[config.mk]
export PLATFORM = sky130hd
export DESIGN_NAME = autotuned_channel_allocator
export DESIGN_NICKNAME = d
export VERILOG_FILES = /design/src/hdl/aca_pkg.sv /design/src/hdl/aca_count_mem.sv /design/src/hdl/autotuned_channel_allocator.sv
export SDC_FILE = /design/constraint.sdc
export NUM_CORES = 1
export LEC_CHECK = 0
export ABC_CLOCK_PERIOD_IN_PS = 7400
export BUFFER_PORTS_ARGS = -buffer_cell sky130_fd_sc_hd__buf_2
export CAP_MARGIN = 20
export CORE_ASPECT_RATIO = 1.2
export CORE_MARGIN = 4
export CORE_UTILIZATION = 40
export DETAILED_ROUTE_END_ITERATION = 7
export PLACE_DENSITY = 0.56
export SETUP_SLACK_MARGIN = 0.5
export SLEW_MARGIN = 10
export SYNTH_ARGS = -nofsm -noshare
export SYNTH_HDL_FRONTEND = slang
export SYNTH_SLANG_ARGS = --single-unit
[constraint.sdc]
create_clock -name i_clk -period 7.4 [get_ports i_clk]
set_clock_uncertainty 0.2 [all_clocks]
set_input_delay 0.37 -clock i_clk [delete_from_list [all_inputs] [get_ports i_clk]]
set_output_delay 0.37 -clock i_clk [all_outputs]
set_load 0.02 [all_outputs]
[src/hdl/aca_pkg.sv]
`timescale 1ns / 1ps
// shared types and constants of the autotuned channel allocator
package aca_pkg;

    localparam int MAX_CH  = 64;
    localparam int CH_W    = $clog2(MAX_CH);
    localparam int SPR_W   = $clog2(MAX_CH + 1);
    localparam int CNT_W   = 8;
    localparam int LOAD_W  = 16;
    localparam int CFG_IW  = 3;

    localparam logic [SPR_W-1:0]  MAX_SPR  = SPR_W'(MAX_CH);
    localparam logic [LOAD_W-1:0] LOAD_MAX = '1;

    localparam logic [7:0] RST_MAX_PENDING = 8'd4;
    localparam logic [7:0] RST_SPREAD_REQ  = 8'hFC;
    localparam logic [6:0] RST_MID_TUNE    = 7'd8;
    localparam logic [6:0] RST_ZIP_TUNE    = 7'd32;
    localparam logic [6:0] RST_MAX_TUNE    = 7'd16;
    localparam logic [6:0] RST_MIN_TUNE    = 7'd4;

    typedef enum logic [CFG_IW-1:0] {
        REG_MAX_PENDING = 3'd0,
        REG_SPREAD      = 3'd1,
        REG_MID_TUNE    = 3'd2,
        REG_ZIP_TUNE    = 3'd3,
        REG_MAX_TUNE    = 3'd4,
        REG_MIN_TUNE    = 3'd5
    } t_reg_idx;

    typedef enum logic [1:0] {
        OP_GET = 2'd0,
        OP_RET = 2'd1,
        OP_RSV = 2'd2
    } t_op;

    typedef enum logic [2:0] {
        S_IDLE,
        S_SCAN,
        S_CHECK,
        S_RMW,
        S_DONE
    } t_state;

    typedef struct packed {
        logic             rd_en;
        logic [CH_W-1:0]  rd_addr;
        logic             wr_en;
        logic [CH_W-1:0]  wr_addr;
        logic [CNT_W-1:0] wr_data;
    } t_mem_req;

    function automatic logic [LOAD_W-1:0] sat_add(input logic [LOAD_W-1:0] a,
                                                  input logic [LOAD_W-1:0] b);
        logic [LOAD_W:0] s;
        s = {1'b0, a} + {1'b0, b};
        return s[LOAD_W] ? LOAD_MAX : s[LOAD_W-1:0];
    endfunction

endpackage

[src/hdl/aca_count_mem.sv]
`timescale 1ns / 1ps
// pending count memory with per-entry valid bits and a registered read
module aca_count_mem (
    input  logic                      i_clk,
    input  logic                      i_rst_n,
    input  aca_pkg::t_mem_req         i_req,
    output logic [aca_pkg::CNT_W-1:0] o_count
);

    logic [aca_pkg::CNT_W-1:0] r_mem [aca_pkg::MAX_CH];
    logic [aca_pkg::MAX_CH-1:0] r_vld;
    logic [aca_pkg::CNT_W-1:0] r_rd;
    logic                      r_rd_vld;

    always_ff @(posedge i_clk) begin
        if (i_req.wr_en) begin
            r_mem[i_req.wr_addr] <= i_req.wr_data;
        end
        if (i_req.rd_en) begin
            r_rd <= r_mem[i_req.rd_addr];
        end
    end

    always_ff @(posedge i_clk) begin
        if (!i_rst_n) begin
            r_vld    <= '0;
            r_rd_vld <= 1'b0;
        end else begin
            if (i_req.wr_en) begin
                r_vld[i_req.wr_addr] <= 1'b1;
            end
            if (i_req.rd_en) begin
                r_rd_vld <= r_vld[i_req.rd_addr];
            end
        end
    end

    // entries never written read as zero
    assign o_count = r_rd_vld ? r_rd : '0;

endmodule

[src/hdl/autotuned_channel_allocator.sv]
`timescale 1ns / 1ps
// top level of the autotuned channel allocator
//
// Input channel (i_in_valid / o_in_ready) carries an opcode and a channel:
// get hands out the next channel round-robin, return lowers a channel's
// pending count, reserve takes a slot on the named channel. Every
// transaction yields one result on the output channel (o_out_valid /
// i_out_ready) with status, granted channel, current spread, partition
// start and the auto tuning flag.
// Return and reserve go through a memory read, a read-modify-write and an
// output load. A get starts with a setup step, then reads and compares the
// pending count of each channel it examines, takes a further step per wrap
// or tuning step, and ends with the output load.
// One transaction is worked at a time; the next is accepted as soon as the
// previous result sits in the output register, and a stalled receiver holds
// that register, so at most one finished result plus one in work.
// The config channel (i_cfg_valid / o_cfg_ready) is always ready and is to be
// written only while the block is idle; the block itself does not enforce
// this. A spread write takes effect at once.
// Reset is synchronous: counts read zero, spread is 4 with tuning on.
module autotuned_channel_allocator (
    input  logic                            i_clk,
    input  logic                            i_rst_n,
    input  logic                            i_in_valid,
    output logic                            o_in_ready,
    input  logic [1:0]                      i_opcode,
    input  logic [aca_pkg::CH_W-1:0]        i_channel,
    output logic                            o_out_valid,
    input  logic                            i_out_ready,
    output logic                            o_status,
    output logic [aca_pkg::CH_W-1:0]        o_granted_channel,
    output logic [aca_pkg::SPR_W-1:0]       o_spread_now,
    output logic [aca_pkg::CH_W-1:0]        o_partition_start,
    output logic                            o_auto_tuning,
    input  logic                            i_cfg_valid,
    output logic                            o_cfg_ready,
    input  logic [aca_pkg::CFG_IW-1:0]      i_cfg_index,
    input  logic [7:0]                      i_cfg_data
);

    aca_pkg::t_state r_state, n_state;

    logic [7:0]                r_max_pending, n_max_pending;
    logic [6:0]                r_mid, n_mid, r_zip, n_zip, r_mxt, n_mxt, r_mint, n_mint;
    logic [aca_pkg::SPR_W-1:0] r_spread, n_spread, r_next, n_next, r_idx, n_idx;
    logic [aca_pkg::SPR_W-1:0] r_end, n_end;
    logic [aca_pkg::CH_W-1:0]  r_nps, n_nps, r_gch, n_gch;
    logic [aca_pkg::LOAD_W-1:0] r_old, n_old, r_new, n_new;
    logic                      r_tune, n_tune, r_merge, n_merge, r_status, n_status;
    logic [1:0]                r_op, n_op;
    logic                      r_ov, n_ov;
    logic                      r_o_status, n_o_status, r_o_tune, n_o_tune;
    logic [aca_pkg::CH_W-1:0]  r_o_gch, n_o_gch, r_o_nps, n_o_nps;
    logic [aca_pkg::SPR_W-1:0] r_o_spr, n_o_spr;

    aca_pkg::t_mem_req         mem_req;
    logic [aca_pkg::CNT_W-1:0] count;

    aca_count_mem u_mem (
        .i_clk   (i_clk),
        .i_rst_n (i_rst_n),
        .i_req   (mem_req),
        .o_count (count)
    );

    // tuning growth target
    logic [7:0] tune_n;
    always_comb begin
        if ({1'b0, r_spread} < {1'b0, r_mid}) begin
            tune_n = {r_spread, 1'b0};
        end else if ({1'b0, r_spread} < {1'b0, r_zip}) begin
            tune_n = {1'b0, r_spread} + {1'b0, r_mid};
        end else begin
            tune_n = {1'b0, r_spread} + {1'b0, r_mxt};
        end
    end

    logic [aca_pkg::LOAD_W-1:0] old_dec;
    logic [aca_pkg::LOAD_W:0]   new_lim;
    logic signed [7:0]          cfg_s;
    logic [7:0]                 cfg_mag;
    logic [aca_pkg::SPR_W-1:0]  cfg_ns;
    logic                       cfg_tune;
    logic [aca_pkg::SPR_W-1:0]  head;

    assign old_dec = (r_old != '0) ? r_old - 1'b1 : r_old;
    assign new_lim = {1'b0, r_new} + {2'b0, r_new[aca_pkg::LOAD_W-1:1]};
    assign cfg_s   = signed'(i_cfg_data);
    assign head    = aca_pkg::MAX_SPR - r_spread;

    always_comb begin
        n_state = r_state;
        n_max_pending = r_max_pending;
        n_mid = r_mid; n_zip = r_zip; n_mxt = r_mxt; n_mint = r_mint;
        n_spread = r_spread; n_next = r_next; n_idx = r_idx; n_end = r_end;
        n_nps = r_nps; n_gch = r_gch; n_old = r_old; n_new = r_new;
        n_tune = r_tune; n_merge = r_merge; n_status = r_status; n_op = r_op;
        n_ov = r_ov; n_o_status = r_o_status; n_o_tune = r_o_tune;
        n_o_gch = r_o_gch; n_o_nps = r_o_nps; n_o_spr = r_o_spr;
        mem_req = '0;
        cfg_mag = '0; cfg_ns = '0; cfg_tune = 1'b0;

        if (r_ov && i_out_ready) begin
            n_ov = 1'b0;
        end

        case (r_state)
            aca_pkg::S_IDLE: begin
                if (i_in_valid) begin
                    n_op = i_opcode;
                    n_idx = {1'b0, i_channel};
                    case (i_opcode)
                        aca_pkg::OP_GET: begin
                            n_idx = r_next;
                            n_end = r_spread;
                            n_state = aca_pkg::S_SCAN;
                        end
                        aca_pkg::OP_RET, aca_pkg::OP_RSV: begin
                            mem_req.rd_en = 1'b1;
                            mem_req.rd_addr = i_channel;
                            n_state = aca_pkg::S_RMW;
                        end
                        default: begin
                            n_status = 1'b1;
                            n_gch = '0;
                            n_state = aca_pkg::S_DONE;
                        end
                    endcase
                end
            end
            aca_pkg::S_SCAN: begin
                if (r_idx < r_end && r_idx < aca_pkg::MAX_SPR) begin
                    mem_req.rd_en = 1'b1;
                    mem_req.rd_addr = r_idx[aca_pkg::CH_W-1:0];
                    n_state = aca_pkg::S_CHECK;
                end else if (r_next == {1'b0, r_nps}) begin
                    if (!r_tune) begin
                        n_status = 1'b1; n_gch = '0;
                        n_state = aca_pkg::S_DONE;
                    end else if (r_spread >= aca_pkg::MAX_SPR) begin
                        n_nps = '0; n_tune = 1'b0; n_merge = 1'b0;
                        n_status = 1'b1; n_gch = '0;
                        n_state = aca_pkg::S_DONE;
                    end else begin
                        n_merge = 1'b1;
                        if (tune_n <= {1'b0, aca_pkg::MAX_SPR}) begin
                            n_nps = r_spread[aca_pkg::CH_W-1:0];
                            n_spread = tune_n[aca_pkg::SPR_W-1:0];
                        end else begin
                            if (head < r_mint) begin
                                n_nps = '0; n_tune = 1'b0; n_merge = 1'b0;
                            end
                            n_spread = aca_pkg::MAX_SPR;
                        end
                        n_old = aca_pkg::sat_add(r_old, r_new);
                        n_new = '0;
                        n_next = {1'b0, n_nps};
                        n_idx = {1'b0, n_nps};
                        n_end = n_spread;
                        // a step that adds nothing ends the search
                        if (n_spread == r_spread) begin
                            n_status = 1'b1; n_gch = '0;
                            n_state = aca_pkg::S_DONE;
                        end
                    end
                end else begin
                    n_end = r_next;
                    n_next = {1'b0, r_nps};
                    n_idx = {1'b0, r_nps};
                end
            end
            aca_pkg::S_CHECK: begin
                if (count < r_max_pending) begin
                    mem_req.wr_en = 1'b1;
                    mem_req.wr_addr = r_idx[aca_pkg::CH_W-1:0];
                    mem_req.wr_data = count + 1'b1;
                    n_next = r_idx + 1'b1;
                    if (r_nps == '0 || r_idx < {1'b0, r_nps}) begin
                        n_old = aca_pkg::sat_add(r_old, aca_pkg::LOAD_W'(1));
                    end else begin
                        n_new = aca_pkg::sat_add(r_new, aca_pkg::LOAD_W'(1));
                    end
                    n_status = 1'b0;
                    n_gch = r_idx[aca_pkg::CH_W-1:0];
                    n_state = aca_pkg::S_DONE;
                end else begin
                    n_idx = r_idx + 1'b1;
                    n_state = aca_pkg::S_SCAN;
                end
            end
            aca_pkg::S_RMW: begin
                n_state = aca_pkg::S_DONE;
                if (r_op == aca_pkg::OP_RET) begin
                    n_status = 1'b0; n_gch = '0;
                    if (count != '0) begin
                        mem_req.wr_en = 1'b1;
                        mem_req.wr_addr = r_idx[aca_pkg::CH_W-1:0];
                        mem_req.wr_data = count - 1'b1;
                        if (r_nps == '0 || r_idx < {1'b0, r_nps}) begin
                            n_old = old_dec;
                            // old partition drained enough: merge
                            if (r_nps != '0 && r_merge && {1'b0, old_dec} <= new_lim) begin
                                n_merge = 1'b0;
                                n_old = aca_pkg::sat_add(old_dec, r_new);
                                n_new = '0;
                                n_nps = '0;
                            end
                        end else if (r_new != '0) begin
                            n_new = r_new - 1'b1;
                        end
                    end
                end else begin
                    if (count < r_max_pending) begin
                        mem_req.wr_en = 1'b1;
                        mem_req.wr_addr = r_idx[aca_pkg::CH_W-1:0];
                        mem_req.wr_data = count + 1'b1;
                        n_status = 1'b0;
                        n_gch = r_idx[aca_pkg::CH_W-1:0];
                    end else begin
                        n_status = 1'b1; n_gch = '0;
                    end
                end
            end
            aca_pkg::S_DONE: begin
                if (!r_ov || i_out_ready) begin
                    n_ov = 1'b1;
                    n_o_status = r_status;
                    n_o_gch = r_gch;
                    n_o_spr = r_spread;
                    n_o_nps = r_nps;
                    n_o_tune = r_tune;
                    n_state = aca_pkg::S_IDLE;
                end
            end
            default: begin
                n_state = aca_pkg::S_IDLE;
            end
        endcase

        if (i_cfg_valid) begin
            case (i_cfg_index)
                aca_pkg::REG_MAX_PENDING: n_max_pending = i_cfg_data;
                aca_pkg::REG_SPREAD: begin
                    if (cfg_s <= 0) begin
                        cfg_tune = 1'b1;
                        cfg_mag = 8'(-cfg_s);
                    end else begin
                        cfg_tune = 1'b0;
                        n_merge = 1'b0;
                        n_nps = '0;
                        cfg_mag = i_cfg_data;
                    end
                    n_tune = cfg_tune;
                    cfg_ns = (cfg_mag < {1'b0, aca_pkg::MAX_SPR}) ?
                             cfg_mag[aca_pkg::SPR_W-1:0] : aca_pkg::MAX_SPR;
                    if (cfg_mag != '0) begin
                        if (cfg_tune && cfg_ns < r_spread) begin
                            n_merge = 1'b0;
                            n_nps = '0;
                        end
                        n_spread = cfg_ns;
                    end
                end
                aca_pkg::REG_MID_TUNE: n_mid  = i_cfg_data[6:0];
                aca_pkg::REG_ZIP_TUNE: n_zip  = i_cfg_data[6:0];
                aca_pkg::REG_MAX_TUNE: n_mxt  = i_cfg_data[6:0];
                aca_pkg::REG_MIN_TUNE: n_mint = i_cfg_data[6:0];
                default: ;
            endcase
        end
    end

    always_ff @(posedge i_clk) begin
        if (!i_rst_n) begin
            r_state <= aca_pkg::S_IDLE;
            r_max_pending <= aca_pkg::RST_MAX_PENDING;
            r_mid <= aca_pkg::RST_MID_TUNE;
            r_zip <= aca_pkg::RST_ZIP_TUNE;
            r_mxt <= aca_pkg::RST_MAX_TUNE;
            r_mint <= aca_pkg::RST_MIN_TUNE;
            r_spread <= aca_pkg::SPR_W'(8'(-signed'(aca_pkg::RST_SPREAD_REQ)));
            r_tune <= 1'b1;
            r_next <= '0;
            r_nps <= '0;
            r_old <= '0;
            r_new <= '0;
            r_merge <= 1'b0;
            r_ov <= 1'b0;
        end else begin
            r_state <= n_state;
            r_max_pending <= n_max_pending;
            r_mid <= n_mid; r_zip <= n_zip; r_mxt <= n_mxt; r_mint <= n_mint;
            r_spread <= n_spread;
            r_tune <= n_tune;
            r_next <= n_next;
            r_nps <= n_nps;
            r_old <= n_old;
            r_new <= n_new;
            r_merge <= n_merge;
            r_ov <= n_ov;
        end
    end

    always_ff @(posedge i_clk) begin
        r_idx <= n_idx; r_end <= n_end; r_gch <= n_gch; r_status <= n_status;
        r_op <= n_op;
        r_o_status <= n_o_status; r_o_gch <= n_o_gch; r_o_spr <= n_o_spr;
        r_o_nps <= n_o_nps; r_o_tune <= n_o_tune;
    end

    assign o_in_ready = (r_state == aca_pkg::S_IDLE);
    assign o_cfg_ready = 1'b1;
    assign o_out_valid = r_ov;
    assign o_status = r_o_status;
    assign o_granted_channel = r_o_gch;
    assign o_spread_now = r_o_spr;
    assign o_partition_start = r_o_nps;
    assign o_auto_tuning = r_o_tune;

    a_check_in_range: assert property (@(posedge i_clk) disable iff (!i_rst_n)
        (r_state == aca_pkg::S_CHECK) |-> (r_idx < aca_pkg::MAX_SPR))
        else $error("scan compare on channel out of range");

    a_check_after_scan: assert property (@(posedge i_clk) disable iff (!i_rst_n)
        (r_state == aca_pkg::S_CHECK) |-> ($past(r_state) == aca_pkg::S_SCAN))
        else $error("compare without memory read");

    a_spread_bound: assert property (@(posedge i_clk) disable iff (!i_rst_n)
        (r_spread <= aca_pkg::MAX_SPR) && (r_next <= aca_pkg::MAX_SPR))
        else $error("spread or next channel past channel count");

    a_part_inside: assert property (@(posedge i_clk) disable iff (!i_rst_n)
        (r_nps == '0) || ({1'b0, r_nps} < r_spread))
        else $error("new partition starts outside spread");

endmodule
# After elaboration in Yosys (flattened, before gate mapping)
# Memory sizes are Yosys's and may differ from the RTL's. A register that Yosys moved wholly into a read port is not among the register bits.
# Index checks and enable logic that the tools add are counted.
# totals
input_bits	24
romBits	0
ramBits	512
word_cells	289
latchBits	0
ff_bits	203
output_inout_bits	24
mem_count	1
# op_classes
n_shift	0
div	0
eq_ne	36
multipliers	0
reduce_logical	39
n_lt_le_gt_ge	16
mux	156
n_addsub	14
bitwise_logic	1
# mem_list
name	depth	width	rd	rd_clocked_by_memory_dff	write_ports	line	rtl
u_mem.r_mem	64	8	1	1	1	aca_count_mem.sv:10	logic [aca_pkg::CNT_W-1:0] r_mem [aca_pkg::MAX_CH];
# op_table
op	n
$mux W16	26
$mux W7	32
$mux W6	25
$pmux W16 S3	2
$or A64 B64 Y64	1
$mux W8	6
$mux W15	3
$pmux W7 S2	3
$mux W1	41
$lt A7 B7 Y1	5
$add A16 B1 Y17 const B	2
$add A16 B16 Y17	2
$reduce_bool A16 Y1	2
$sub A16 B1 Y16 const B	2
$pmux W15 S2	1
$ne A2 B2 Y1 const B	14
$mux W3	8
$pmux W6 S4	1
$pmux W7 S3	1
$add A16 B15 Y17	1
$le A16 B17 Y1	1
$add A7 B7 Y8	2
$reduce_bool A8 Y1	2
$ne A3 B3 Y1 const B	5
50 further kinds	74

# Longest topological paths before layout
# logic_depth
depth_word	18
mapped_depth	23
depth_no_buf	22

# Cells and area by module
# Synthesis repeated with hierarchy kept, for this count alone.
# unflattened
hier_cells	2641
area_unflattened_um2	35261.3
# modules_own_cells
module	seq_area_each_um2	instances	cells_each	area_per_inst_um2
aca_count_mem	16916.2	1	1029	22432.8
autotuned_channel_allocator	3203.1	1	1612	12828.6

# Worst setup path after synthesis
# No wires, ideal clock.
# synth_timing
path_type	register to register
from	register u_mem.r_rd_vld
to	memory u_mem.r_mem[0][3] (netlist bit) (data pin)
path_buffers	1
setup_slack_ns	1.871
setup_ns	0.719
required_ns	6.481
path_stages_with_launch	10
period_less_slack_ns	5.529
arrival_ns	4.609
cell_sequence	dfxtp_1 > clkbuf_1 > nand2_1 > inv_1 > ha_1 > or3_1 > o21ai_1 > a21oi_1 > a221o_1 > o31ai_1
# synth_lines
item	line	rtl
start, declared	aca_count_mem.sv:13	logic r_rd_vld;
start signal, assigned	aca_count_mem.sv:33	r_rd_vld <= r_vld[i_req.rd_addr];
end, declared	aca_count_mem.sv:10	

# Worst setup path after layout
# layout_timing
from	register r_spread[1] (netlist bit)
to	register r_gch[3] (netlist bit), enable pin
# layout_between
elab_chain_len	13
elab_cells_between_ends	17
cone_classes	add/sub (2); order compare (4); eq/ne (2); mux (8); reduce/logical (1)
# layout_lines
item	line	rtl
start, declared	autotuned_channel_allocator.sv:45	logic [aca_pkg::SPR_W-1:0] r_spread, n_spread, r_next, n_next, r_idx, n_idx;
start signal, assigned	autotuned_channel_allocator.sv:281	r_spread <= aca_pkg::SPR_W'(8'(-signed'(aca_pkg::RST_SPREAD_REQ)));
start signal, assigned	autotuned_channel_allocator.sv:293	r_spread <= n_spread;
$add A7 B7 Y8, or another cell as far along	autotuned_channel_allocator.sv:74	tune_n = {1'b0, r_spread} + {1'b0, r_mxt};
$mux W8	autotuned_channel_allocator.sv:71	end else if ({1'b0, r_spread} < {1'b0, r_zip}) begin
$mux W8	autotuned_channel_allocator.sv:69	if ({1'b0, r_spread} < {1'b0, r_mid}) begin
$le A8 B7 Y1	autotuned_channel_allocator.sv:146	if (tune_n <= {1'b0, aca_pkg::MAX_SPR}) begin
$mux W7	autotuned_channel_allocator.sv:146	
$mux W7	autotuned_channel_allocator.sv:140	end else if (r_spread >= aca_pkg::MAX_SPR) begin
$mux W7	autotuned_channel_allocator.sv:137	if (!r_tune) begin
$mux W7	autotuned_channel_allocator.sv:136	end else if (r_next == {1'b0, r_nps}) begin
$mux W7	autotuned_channel_allocator.sv:132	if (r_idx < r_end && r_idx < aca_pkg::MAX_SPR) begin
$mux W7	autotuned_channel_allocator.sv:107	case (r_state)
$eq A7 B7 Y1	autotuned_channel_allocator.sv:161	if (n_spread == r_spread) begin
$ne A4 B4 Y1 (no line) *	n/a	
$reduce_and A7 Y1 (no line) *	n/a	
end signal, assigned	autotuned_channel_allocator.sv:305	r_idx <= n_idx; r_end <= n_end; r_gch <= n_gch; r_status <= n_status;
end, declared	autotuned_channel_allocator.sv:47	logic [aca_pkg::CH_W-1:0] r_nps, n_nps, r_gch, n_gch;
# Every way passes the cells marked *; elsewhere a longest branch is shown, timed or not. The select of a mux whose other input is x is not followed.
# A chain may end at the register's enable or synchronous reset.

==> run metrics <==
run status=complete, no violations; final period utilization=80.9%; Yosys cell types=between 90 and 100; startpoint of the most critical setup path=r_spread[1]$_SDFF_PN0_; critical path startpoint category=flip-flop; beginning of the worst register-to-register path=r_spread[1]$_SDFF_PN0_; Worst Hold Class=in2reg; post-placement cell count=between 4,000 and 5,000; DRC violation total after the first TritonRoute iteration=2,063; die outline height=roughly 340 µm; Setup Crit Path Kind=reg2reg; maximum vdd ir drop=around 0.00021 V; Nets=about 3,400; async set-or-reset flop fraction in the synthesized netlist=0%; via count of the first global-routing pass=25,900; Yosys top cell by area=sky130_fd_sc_hd__edfxtp_1; RSZ-0062 raised after global routing=no; number of flops mapped to enable cells by yosys=564; number of nets with antenna violations after routing=0; Congestion Overflow GR=0; dominant cells by area after synthesis=sky130_fd_sc_hd__edfxtp_1, sky130_fd_sc_hd__dfxtp_1, sky130_fd_sc_hd__mux2i_1; commonest register cell after synthesis=sky130_fd_sc_hd__edfxtp_1; clock latency reported for the late side of the worst-skew pair=0.64 ns; global-route wire length before repair=155,000 µm; post-route worst setup slack=1.41 ns; detailed-route via count=around 26,000; Worst-Margin Slew=1.14 ns; count of placed standard cells in the final layout, fillers left out=around 4,500; count of unresolved DRC violations after routing=0; cell types with the highest counts after synthesis=sky130_fd_sc_hd__edfxtp_1, sky130_fd_sc_hd__nand2_1, sky130_fd_sc_hd__nor2_1, sky130_fd_sc_hd__mux2i_1, sky130_fd_sc_hd__nand3_1; endpoint kind of the worst setup timing path=flip-flop; cells after synthesis=3,226; Antenna diodes=0; drt pass-1 iters=5; number of buffers inserted during clock tree synthesis=75; endpoint required time on the critical path=7.54 ns; final hold violation count=0; number of endpoints failing setup at the final stage=0; cell at the root of the clock tree=sky130_fd_sc_hd__clkbuf_16; overall routed net length=101,000 µm; number of nets produced by synthesis=3,397; detail-routed via count per cell=5.74; number of clock sinks=723; count of final max-slew check failures=0; layout overhead on the synthesized area=11.9%; standard cell area after detailed placement=37,400 µm²; worst max-slew margin expressed relative to the limit=between 20% and 30%; H-tree level count=3; fill cell instance count of the final layout=8,103; number of antenna violations at the first check in global routing=0; Post-CTS Repair Setup Buffers=0; number of register bits inferred by synthesis=723; Max Clk Rate=167 MHz; fraction of layout instances using a drive strength above 1=about 8%; global routing usage summed across all routing layers=21.0%; I/O pin count=48; clock edge transition at the registers on the reported setup and hold paths=~0.07 ns; drt wl/cell=22.5 µm; maximum fanout along the worst path=14; placeable core region=roughly 89,000 µm²; CTS tree=yes; power density over the cells=between 300 and 400 nW/µm²; post-route design area=40,100 µm²; number of buffers on the longest clock path=3; number of buffers added on ports=46; sequential cell area fraction in the yosys report=56.1%; GPL Wtd Cong=0.888; die outline area=approximately 95,000 µm²; Die X-Extent=roughly 280 µm; placed wire-length estimate after detailed placement=68,400 µm; leading cell type by number of instances after synthesis=sky130_fd_sc_hd__edfxtp_1; syn_area_per_cell=11.1 µm²; post-synthesis instance area=35,900 µm²; pin count of the biggest net entering global routing=approximately 150; num rows=120; Final TNS setup=0 ns; post-synth top area share=47.2%; start point of the worst min-delay path=i_cfg_index[2]; initial standard-cell utilization of the core=40.3%; Arrival @ worst endpoint=6.12 ns; Leak Pwr=0.0140 µW; Place WS=1.50 ns; number of warnings printed during yosys synthesis=0; post-route total power=13,000 µW; # Max-Cap Violations=0; depth of the worst register-to-register path=20; worst hold path depth=5; final critical-path required period=around 6.0 ns
[logic make-up after synthesis]
kind of cell | count (synthesis) | share of synthesized area [%]
AO/OA/AOI/OAI | 662 | 12.4
XOR/XNOR | 93 | 2.31
adder cells (fa/ha/maj) | 147 | 5.21
buffers and inverters | 271 | 3.13
flip-flops | 723 | 56.1
multiplexers | 245 | 6.88
other | 1 | 0.0105
AND/OR/NAND/NOR | 1084 | 13.9
[final timing paths]
path	to	slack (ns)
min reg2reg	o_granted_channel[0]$_DFFE_PP_	0.22
max	r_gch[3]$_DFFE_PP_	1.41
min	r_mint[1]$_SDFFE_PN0P_	0.06
max reg2reg	r_gch[3]$_DFFE_PP_	1.41
[flip-flops by register name (all words and copies together) (netlist names), 8 cells and up]
signal         count
r_new             16
u_mem.r_rd         8
u_mem.r_mem      512
u_mem.r_vld       64
r_old             16
r_max_pending      8
[what timing repair did]
action                                 in CTS  in global routing
hold buffers                               13                  0
gates resized for setup                     0                  0
endpoints found under the hold margin      41                  0
[cell usage in the layout, fill, tap and decap left out, types with 24 or more instances in the layout]
master	synthesis	final
sky130_fd_sc_hd__inv_1	99	99
sky130_fd_sc_hd__nand4_1	30	30
sky130_fd_sc_hd__o21a_1	55	55
sky130_fd_sc_hd__a21oi_1	124	124
sky130_fd_sc_hd__xor2_1	33	33
sky130_fd_sc_hd__o221ai_1	25	25
sky130_fd_sc_hd__o22ai_1	74	74
sky130_fd_sc_hd__nand3_1	204	204
sky130_fd_sc_hd__nor3_1	50	50
sky130_fd_sc_hd__ha_1	143	143
sky130_fd_sc_hd__o21ai_1	24	24
sky130_fd_sc_hd__xnor2_1	59	59
sky130_fd_sc_hd__buf_2	37	45
sky130_fd_sc_hd__nor2b_1	27	26
sky130_fd_sc_hd__mux2i_1	233	233
sky130_fd_sc_hd__o21ai_0	120	115
sky130_fd_sc_hd__edfxtp_1	564	564
sky130_fd_sc_hd__and3_1	26	26
sky130_fd_sc_hd__nor2_1	247	244
sky130_fd_sc_hd__buf_4	12	49
sky130_fd_sc_hd__a31oi_1	26	26
sky130_fd_sc_hd__or3_1	24	24
sky130_fd_sc_hd__dfxtp_1	159	159
sky130_fd_sc_hd__clkbuf_16	0	78
sky130_fd_sc_hd__a21o_1	24	24
sky130_fd_sc_hd__nand2_1	373	373
[metal layers]
metal  up-vias  routed length, µm  GRT usage, %
li1      12100                  -             -
met1     12600              41200          26.6
met2       828              50100          36.7
met3       183               5710          2.96
met4         0               3540          7.80
met5         -                  0             0
[per-stage QoR]
step | hold slack, ns | utilization [%]
after floorplan | 0.200 | -
after global placement | 0.207 | 41.9
after detailed placement | 0.214 | 42.0
after CTS | 0.00598 | 45.0
after global routing | 0.0295 | 45.1
final | 0.0556 | 45.1
[where the power goes]
group	internal [µW]	leakage [µW]	switching, µW
logic	1410	0.00689	2730
clock network	2290	0.00123	1600
registers	4690	0.00589	272
[final cells by class]
| type | instances | area (µm²) | share of cell area, % |
|---|---|---|---|
| sequential | 723 | 20100 | 50.2 |
| timing repair buffer | 115 | 897 | 2.24 |
| tap | 1159 | 1450 | 3.62 |
| clock buffer | 101 | 2100 | 5.23 |
| clock inverter | 39 | 440 | 1.10 |
| multi-input combinational | 2232 | 14700 | 36.7 |
| inverter | 102 | 383 | 0.955 |
[critical path: stages (launching register included)]
cell	delay, ns
sky130_fd_sc_hd__dfxtp_1	0.79
sky130_fd_sc_hd__ha_1	0.36
sky130_fd_sc_hd__a21o_1	0.16
sky130_fd_sc_hd__a21o_1	0.17
sky130_fd_sc_hd__a21o_1	0.16
sky130_fd_sc_hd__a21oi_1	0.14
sky130_fd_sc_hd__nor2b_1	0.05
sky130_fd_sc_hd__o21ai_0	0.14
sky130_fd_sc_hd__nand2b_1	0.24
sky130_fd_sc_hd__mux2_1	0.29
sky130_fd_sc_hd__ha_1	0.16
sky130_fd_sc_hd__inv_1	0.06
sky130_fd_sc_hd__fa_1	0.41
sky130_fd_sc_hd__nor2b_1	0.22
sky130_fd_sc_hd__o21ai_0	0.17
sky130_fd_sc_hd__a311oi_1	0.54
sky130_fd_sc_hd__a22oi_2	0.29
sky130_fd_sc_hd__o311a_1	0.41
sky130_fd_sc_hd__o32ai_1	0.28
sky130_fd_sc_hd__o21ai_0	0.17
sky130_fd_sc_hd__and2_1	0.27
No activity file was read; power rests on OpenSTA's default activity.
